==> src/hdl/dc_motor_ramp_reverse_drive_defines.svh <==
// ----------------------------------------------------------------------------
// DC motor ramp/reverse drive: assertion macros
// Shared concurrent assertion macros. They are empty in synthesis builds.
// ----------------------------------------------------------------------------
`ifndef DC_MOTOR_RAMP_REVERSE_DRIVE_DEFINES_SVH
`define DC_MOTOR_RAMP_REVERSE_DRIVE_DEFINES_SVH

`ifndef SYNTHESIS

// Checked outside reset only.
`define DCMR_ASSERT(label, clk, rst, prop) \
  label: assert property (@(posedge clk) disable iff (rst) prop) \
    else $error("dcmr assertion failed");

// Checked on every clock edge, reset included.
`define DCMR_ASSERT_ALWAYS(label, clk, prop) \
  label: assert property (@(posedge clk) prop) \
    else $error("dcmr assertion failed");

`else

`define DCMR_ASSERT(label, clk, rst, prop)
`define DCMR_ASSERT_ALWAYS(label, clk, prop)

`endif

`endif

==> src/hdl/dcmr_pkg.sv <==
// ----------------------------------------------------------------------------
// DC motor ramp/reverse drive package
// Widths, codes and payload types shared by the drive modules.
// ----------------------------------------------------------------------------
package dcmr_pkg;

  localparam int LEVEL_W   = 7;
  localparam int HOLD_W    = 16;
  localparam int RATIO_W   = 11;
  localparam int REPORT_W  = 10;
  localparam int ACTION_W  = 3;
  localparam int MODE_W    = 2;

  localparam int MAX_LEVEL_DEF = 100;

  localparam logic [HOLD_W-1:0] BUSY_LIMIT_RESET = 16'd10;

  // Level is reported in tenths; ratio / 10 is done as (ratio * 3277) >> 15,
  // which is exact for every 11-bit ratio.
  localparam int RATIO_SCALE = 10;
  localparam int RECIP_10    = 3277;
  localparam int RECIP_SHIFT = 15;
  localparam int PROD_W      = RATIO_W + 12;

  localparam logic [REPORT_W-1:0] REPORT_SAT = '1;

  // Drive modes, as reported.
  localparam logic [MODE_W-1:0] MODE_STOP = 2'd0;
  localparam logic [MODE_W-1:0] MODE_FWD  = 2'd1;
  localparam logic [MODE_W-1:0] MODE_BACK = 2'd2;

  // Command codes.
  localparam logic [ACTION_W-1:0] ACT_NONE  = 3'd0;
  localparam logic [ACTION_W-1:0] ACT_STOP  = 3'd1;
  localparam logic [ACTION_W-1:0] ACT_FWD   = 3'd2;
  localparam logic [ACTION_W-1:0] ACT_BACK  = 3'd3;
  localparam logic [ACTION_W-1:0] ACT_RATIO = 3'd4;

  // Bridge pin patterns: bit 0 is pin a, bit 1 is pin b.
  localparam logic [1:0] PINS_OFF  = 2'b00;
  localparam logic [1:0] PINS_FWD  = 2'b01;
  localparam logic [1:0] PINS_BACK = 2'b10;

  typedef struct packed {
    logic [ACTION_W-1:0] action;
    logic [RATIO_W-1:0]  ratio_value;
  } dcmr_in_t;

  typedef struct packed {
    logic [REPORT_W-1:0] reported_ratio;
    logic [MODE_W-1:0]   reported_mode;
    logic                bridge_a;
    logic                bridge_b;
    logic                pwm_out;
  } dcmr_out_t;

endpackage

==> src/hdl/dc_motor_ramp_reverse_drive.sv <==
// ----------------------------------------------------------------------------
// DC motor ramp/reverse drive, top level
// Ramped duty level with safe reversal, bridge pin control and PWM output.
// ----------------------------------------------------------------------------
//
//   Channel  Direction  Handshake            Payload
//   cmd      in         cmd_valid/cmd_stall  dcmr_in_t  (action, ratio_value)
//   sts      out        sts_valid/sts_stall  dcmr_out_t (status and pin levels)
//   cfg      in         cfg_we               cfg_wdata  (busy_limit)
//
// Each request is one control tick. It passes from the input register to the
// output register, and one request is taken every cycle while sts is not
// stalled. The tick logic in the core (ramp compares, small multiplies by ten
// and by the reciprocal of ten) sets the cycle time.
// Reset (rst, synchronous) empties both registers and restores the drive
// state and busy_limit to 10. A stall on sts holds the output register; the
// input register then holds its request and cmd_stall rises once it is full.
// ----------------------------------------------------------------------------
module dc_motor_ramp_reverse_drive
  import dcmr_pkg::*;
#(
  parameter int MaxLevel = MAX_LEVEL_DEF
) (
  input  logic              clk,
  input  logic              rst,
  input  logic              cmd_valid,
  output logic              cmd_stall,
  input  dcmr_in_t          cmd_data,
  output logic              sts_valid,
  input  logic              sts_stall,
  output dcmr_out_t         sts_data,
  input  logic              cfg_we,
  input  logic [HOLD_W-1:0] cfg_wdata
);

  // Input register: holds one request until the core can apply it.
  logic      in_full;
  dcmr_in_t  in_item;

  // Output register: holds one result until the consumer takes it.
  logic      out_full;
  dcmr_out_t out_item;

  logic [HOLD_W-1:0] busy_limit;

  dcmr_out_t tick_result;
  logic      advance;

  // A request moves through the core whenever the output register is free or
  // is being emptied in this same cycle. The core state updates only then,
  // so a stalled request is applied exactly once.
  assign advance   = in_full && (!out_full || !sts_stall);
  assign cmd_stall = in_full && !advance;

  always_ff @(posedge clk) begin
    if (rst) begin
      in_full <= 1'b0;
    end else if (!cmd_stall) begin
      in_full <= cmd_valid;
    end
  end

  always_ff @(posedge clk) begin
    if (cmd_valid && !cmd_stall) begin
      in_item <= cmd_data;
    end
  end

  always_ff @(posedge clk) begin
    if (rst) begin
      out_full <= 1'b0;
    end else if (advance) begin
      out_full <= 1'b1;
    end else if (!sts_stall) begin
      out_full <= 1'b0;
    end
  end

  always_ff @(posedge clk) begin
    if (advance) begin
      out_item <= tick_result;
    end
  end

  // Sole config register; user writes must come only while idle, unchecked.
  always_ff @(posedge clk) begin
    if (rst) begin
      busy_limit <= BUSY_LIMIT_RESET;
    end else if (cfg_we) begin
      busy_limit <= cfg_wdata;
    end
  end

  dcmr_core #(
    .MaxLevel (MaxLevel)
  ) u_core (
    .clk        (clk),
    .rst        (rst),
    .en         (advance),
    .item       (in_item),
    .busy_limit (busy_limit),
    .result     (tick_result)
  );

  assign sts_valid = out_full;
  assign sts_data  = out_item;

endmodule

==> src/hdl/dcmr_core.sv <==
// ----------------------------------------------------------------------------
// DC motor ramp/reverse drive: tick core
// Holds the drive state and applies one control tick per enable.
// ----------------------------------------------------------------------------
`include "dc_motor_ramp_reverse_drive_defines.svh"

module dcmr_core
  import dcmr_pkg::*;
#(
  parameter int MaxLevel = MAX_LEVEL_DEF
) (
  input  logic              clk,
  input  logic              rst,
  input  logic              en,
  input  dcmr_in_t          item,
  input  logic [HOLD_W-1:0] busy_limit,
  output dcmr_out_t         result
);

  localparam logic [LEVEL_W-1:0] LevelMax  = LEVEL_W'(MaxLevel);
  localparam logic [LEVEL_W-1:0] PhaseLast = LEVEL_W'(MaxLevel - 1);
  localparam logic [RATIO_W-1:0] RatioMax  = RATIO_W'(MaxLevel * RATIO_SCALE);

  logic [MODE_W-1:0]  mode, mode_next;
  logic [MODE_W-1:0]  previous_mode, previous_mode_next;
  logic [LEVEL_W-1:0] level, level_next;
  logic [LEVEL_W-1:0] target_level, target_level_next;
  logic [HOLD_W-1:0]  hold_count, hold_count_next;
  logic [LEVEL_W-1:0] pwm_phase, pwm_phase_next;
  logic [1:0]         bridge_pins, bridge_pins_next;

  logic [MODE_W-1:0]  other_mode;
  logic [1:0]         dir_pins;
  logic               hold_busy;
  logic [PROD_W-1:0]  ratio_prod;
  logic [RATIO_W-1:0] report_wide;
  logic               pwm;

  assign hold_busy   = hold_count < busy_limit;
  assign ratio_prod  = PROD_W'(item.ratio_value) * PROD_W'(RECIP_10);
  assign report_wide = RATIO_W'(level) * RATIO_W'(RATIO_SCALE);
  assign other_mode  = (mode == MODE_FWD) ? MODE_BACK : MODE_FWD;
  assign dir_pins    = (mode == MODE_FWD) ? PINS_FWD : PINS_BACK;

  always_comb begin
    mode_next          = mode;
    previous_mode_next = previous_mode;
    level_next         = level;
    target_level_next  = target_level;
    hold_count_next    = hold_count;
    bridge_pins_next   = bridge_pins;

    // Drive update.
    case (mode)
      MODE_FWD, MODE_BACK: begin
        if (previous_mode == other_mode && level != '0) begin
          // Reversal still ramping down; the bridge keeps its old pattern.
          if (hold_busy) begin
            hold_count_next = hold_count + 1'b1;
          end else begin
            hold_count_next = '0;
            level_next      = level - 1'b1;
          end
        end else begin
          // A finished reversal switches the bridge and ramps in the same tick.
          if (previous_mode == other_mode) begin
            previous_mode_next = mode;
          end
          bridge_pins_next = dir_pins;
          if (level < target_level) begin
            if (hold_busy) begin
              hold_count_next = hold_count + 1'b1;
            end else begin
              hold_count_next = '0;
              level_next      = level + 1'b1;
            end
          end else if (level > target_level) begin
            if (hold_busy) begin
              hold_count_next = hold_count + 1'b1;
            end else begin
              hold_count_next = '0;
              level_next      = level - 1'b1;
            end
          end
        end
      end
      default: begin
        bridge_pins_next = PINS_OFF;
        level_next       = '0;
        hold_count_next  = '0;
      end
    endcase

    // Command, applied after the drive update.
    case (item.action)
      ACT_STOP: begin
        previous_mode_next = mode_next;
        mode_next          = MODE_STOP;
      end
      ACT_FWD: begin
        if (!(mode_next == MODE_BACK && previous_mode_next == MODE_FWD)) begin
          if (mode_next == MODE_BACK) begin
            target_level_next = level_next;
          end
          previous_mode_next = mode_next;
          mode_next          = MODE_FWD;
        end
      end
      ACT_BACK: begin
        if (!(mode_next == MODE_FWD && previous_mode_next == MODE_BACK)) begin
          if (mode_next == MODE_FWD) begin
            target_level_next = level_next;
          end
          previous_mode_next = mode_next;
          mode_next          = MODE_BACK;
        end
      end
      ACT_RATIO: begin
        if (item.ratio_value <= RatioMax) begin
          target_level_next = ratio_prod[RECIP_SHIFT +: LEVEL_W];
        end
      end
      default: begin
      end
    endcase
  end

  assign pwm            = pwm_phase < level_next;
  assign pwm_phase_next = (pwm_phase == PhaseLast) ? '0 : pwm_phase + 1'b1;

  always_comb begin
    result.reported_ratio = (report_wide > RATIO_W'(REPORT_SAT)) ?
                            REPORT_SAT : report_wide[REPORT_W-1:0];
    result.reported_mode  = mode;
    result.bridge_a       = bridge_pins_next[0];
    result.bridge_b       = bridge_pins_next[1];
    result.pwm_out        = pwm;
  end

  always_ff @(posedge clk) begin
    if (rst) begin
      mode          <= MODE_STOP;
      previous_mode <= MODE_STOP;
      level         <= '0;
      target_level  <= '0;
      hold_count    <= '0;
      pwm_phase     <= '0;
      bridge_pins   <= PINS_OFF;
    end else if (en) begin
      mode          <= mode_next;
      previous_mode <= previous_mode_next;
      level         <= level_next;
      target_level  <= target_level_next;
      hold_count    <= hold_count_next;
      pwm_phase     <= pwm_phase_next;
      bridge_pins   <= bridge_pins_next;
    end
  end

  `DCMR_ASSERT(a_level_bound, clk, rst, level <= LevelMax)
  `DCMR_ASSERT(a_phase_bound, clk, rst, pwm_phase <= PhaseLast)
  `DCMR_ASSERT(a_pins_exclusive, clk, rst, bridge_pins != 2'b11)
  `DCMR_ASSERT(a_stop_clears, clk, rst, en && mode == MODE_STOP |=> level == '0)
  `DCMR_ASSERT_ALWAYS(a_hold_on_idle, clk, !rst && !en |=> $stable(level))

endmodule
==> config.mk <==
export PLATFORM = sky130hd
export DESIGN_NAME = dc_motor_ramp_reverse_drive
export DESIGN_NICKNAME = d
export VERILOG_FILES = /design/src/hdl/dcmr_pkg.sv /design/src/hdl/dc_motor_ramp_reverse_drive.sv /design/src/hdl/dcmr_core.sv
export VERILOG_INCLUDE_DIRS = /design/src /design/src/hdl
export SDC_FILE = /design/constraint.sdc
export NUM_CORES = 1
export LEC_CHECK = 0
export BUFFER_PORTS_ARGS = -buffer_cell sky130_fd_sc_hd__buf_2
export CORE_MARGIN = 2
export CORE_UTILIZATION = 55
export DETAILED_ROUTE_END_ITERATION = 10
export PLACE_DENSITY_LB_ADDON = 0.1
export SYNTH_ARGS = -nofsm -noshare
export SYNTH_HDL_FRONTEND = slang
export SYNTH_HIERARCHICAL = 1
export SYNTH_SLANG_ARGS = --single-unit
export TNS_END_PERCENT = 1
==> constraint.sdc <==
create_clock -name clk -period 6.4 [get_ports clk]
set_clock_uncertainty 0.2 [all_clocks]
set_input_delay 0.32 -clock clk [delete_from_list [all_inputs] [get_ports clk]]
set_output_delay 0.32 -clock clk [all_outputs]
set_load 0.1 [all_outputs]
==> run metrics <==
GP Congestion=0.907; post-synthesis cell area=7170 µm²; minimum clock period=5.22 ns; Worst slew margin=0.314; Ys Warns=6; post-DR vias/cell=5.51; Iter 0 DRT Violations=288; hpwl dp=roughly 12000 µm; clock tree buffer depth=2; antenna viol nets, final=0; Sink Count=90; DRT Pass-1 Iters=5; Layout Nets=approximately 1000; most frequent cells in the layout=ha_1, inv_1, nor2_1; Slew Limit Fails=0; status=complete, no violations; Netlist cell types=71; gr ovfl total=0; CTS Root Cell=clkbuf_16; # setup viols final=0; footprint of the multi-input gates=4570 µm²; RSZ-0062 raised after global routing=no; Post-Syn Instances=759; Reg-to-Reg Start=in_item[5]; gr usage total=0.232; Die ar.=between 10000 and 15000 µm²; worst-skew pair later-pin latency=approximately 0.35 ns; Async SR Flop Fraction=0; main combinational cell family by area after synthesis=adder cells; Primary FF master, synth=dfxtp_1; Worst Path Class, Setup=reg2reg; clock share of power=0.282; fraction of synthesized area in multiplexers=0.0281; XOR/XNOR share of the synthesized area=0.0379; Util after Layout=0.634; I/O Buffers=a little over 50; Static Leak=3.77 nW; average wire per standard cell=15.3 µm; Syn Area/Cell=9.45 µm²; Hold Crit Class=in2reg; Max Cap Violations=0; commonest non-fill, non-tap cell in the layout=ha_1; power per cell area=around 240 nW/µm²; Switch Pwr=~0.66 mW; Compound-Gate Fraction of Synth Area=0.122; die width=118 µm; Final TNS setup=0 ns; Via Count=5492; number of synthesized flops with an enable pin=29; pre-CTS setup slack=1.17 ns; Post-Syn Nets=about 940; data required time of the worst path=6.46 ns; hold_sp=cfg_wdata[11]; I/O Pins=between 50 and 60; Worst-path clk slew=0.06 ns; VDD IR max=~0.21 mV; Seq/Total Area, Yosys=0.292; Critical path origin=in_item[5]; CTS tree=built; number of fill cells in the layout=between 1000 and 1500; slew of the pin with the lowest slew margin=1.03 ns; global-route wire length before repair=roughly 26000 µm; initial antenna violation count=0; setup ws final=1.18 ns; height of the die=118 µm; CP max FO=6; Pint=between 1 and 1.5 mW; WP data arrival=5.28 ns; Final Cycle Share=0.816; vias in the first global route=5648; total CTS buffers=9; postcts setup bufs=0; type of origin of the critical path=register; share of post-route cells with drive strength above 1=0.118; H-tree depth=3; sequential cell area=between 2000 and 2500 µm²; # rows=41; Synth Register Bits=90; achievable frequency=around 190 MHz; Core Area=approximately 13000 µm²; Initial Util=0.566; drt total wl=15300 µm; ant diodes=0; critical path endpoint category=register; Post-Synth Simple-Gate Area=0.162; sw frac=0.345; DR DRC count=0; combinational share of power=0.390; largest net degree at the start of global routing=49; Post-Synth Adder-Cell Area=0.285; Synth-to-Final Area Change=12.0%; final count of hold timing violations=0; sequential power share=0.328
layer usage:
metal	track usage	routed length (µm)	vias up	part of all wire
met3	0.0483	696	25	0.046
li1	-	-	2750	-
met2	0.384	7110	137	0.47
met4	0.0730	301	0	0.020
met1	0.305	7180	2580	0.47
met5	0	0	-	0
worst paths after layout:
path / depth (start not counted) / slack [ns] / to
setup / recovery: 18 / 1.18 / u_core/target_level[5]
hold / removal: 3 / 0.007 / busy_limit[11]
setup reg to reg: 18 / 1.18 / u_core/target_level[5]
hold reg to reg: 2 / 0.30 / busy_limit[11]
repair_timing:
item | in CTS | in global routing
endpoints found under the hold margin | 18 | 0
resized for setup | 0 | 0
hold buffers | 18 | 0
flip-flops by register name, indices dropped and copies added (netlist names):
signal,count
busy_limit,16
in_full,1
in_item,14
sts_data,15
sts_valid,1
u_core/bridge_pins,2
u_core/hold_count,16
u_core/level,7
u_core/mode,2
u_core/previous_mode,2
u_core/pwm_phase,7
u_core/target_level,7
cells in the mapped netlist (4+ instances only):
library cell  number  area share
a21o_1             8      0.0084
nand2_1           36       0.019
and3_1            11      0.0096
nor2_1            67       0.035
nand2b_1          12       0.010
or2_2              8      0.0070
nand3_1           13      0.0091
o22ai_1            4      0.0035
fa_1              32       0.089
nor2b_1           13       0.011
ha_1             112        0.20
xor2_1            15       0.018
edfxtp_1          29        0.12
mux2i_1           19       0.027
a22oi_1            5      0.0052
xnor2_1           16       0.020
a211oi_1           5      0.0052
nand4_1           11      0.0096
nand3b_1           7      0.0073
a21oi_1           37       0.026
o21ai_0           22       0.015
clkbuf_1          12      0.0063
dfxtp_1           61        0.17
a31oi_1            7      0.0061
inv_1            108       0.057
nor3_1            18       0.013
power groups by stage:
stage	registers (mW)	clock network, mW	logic (mW)
global placement	0.638	0	0.703
floorplan	0.663	0	0.533
finish	0.626	0.538	0.745
CTS	0.626	0.553	0.747
global route	0.628	0.575	0.859
detailed placement	0.638	0	0.732
through the flow:
step	hold slack (ns)	cells	total power, mW	area (µm²)
finish	0.00731	997	1.91	8030
CTS	0.000474	997	1.93	8030
global route	0.0235	997	2.06	8030
detailed placement	0.278	963	1.37	7540
global placement	0.272	963	1.34	7540
floorplan	0.219	759	1.20	7170
critical path, stage by stage, from the launching register on:
cell and delay [ns]:
edfxtp_1 0.51, ha_1 0.36, inv_1 0.05, fa_1 0.47, inv_1 0.07, fa_1 0.50, inv_1 0.05, fa_1 0.51
fa_1 0.55, inv_1 0.04, ha_1 0.32, a21oi_1 0.13, nand2_1 0.08, a221oi_1 0.34, a31oi_1 0.24, a31oi_1 0.24
xnor2_1 0.15, a22oi_1 0.10, a211oi_2 0.20
logic make-up after synthesis:
family / Yosys count
mux: 20
flops: 90
buf+inv: 128
simple gates: 222
xor+xnor: 31
compound gates: 124
fa+ha+maj: 144
final cells by class:
type	instances	area share
clock buffers	14	0.0369
clock inverters	2	0.00187
inverters	108	0.0505
multi-input cells	541	0.568
flip-flops and latches	90	0.260
well taps	172	0.0268
repair buffers	70	0.0551
Power figures use the tool's default switching activity.
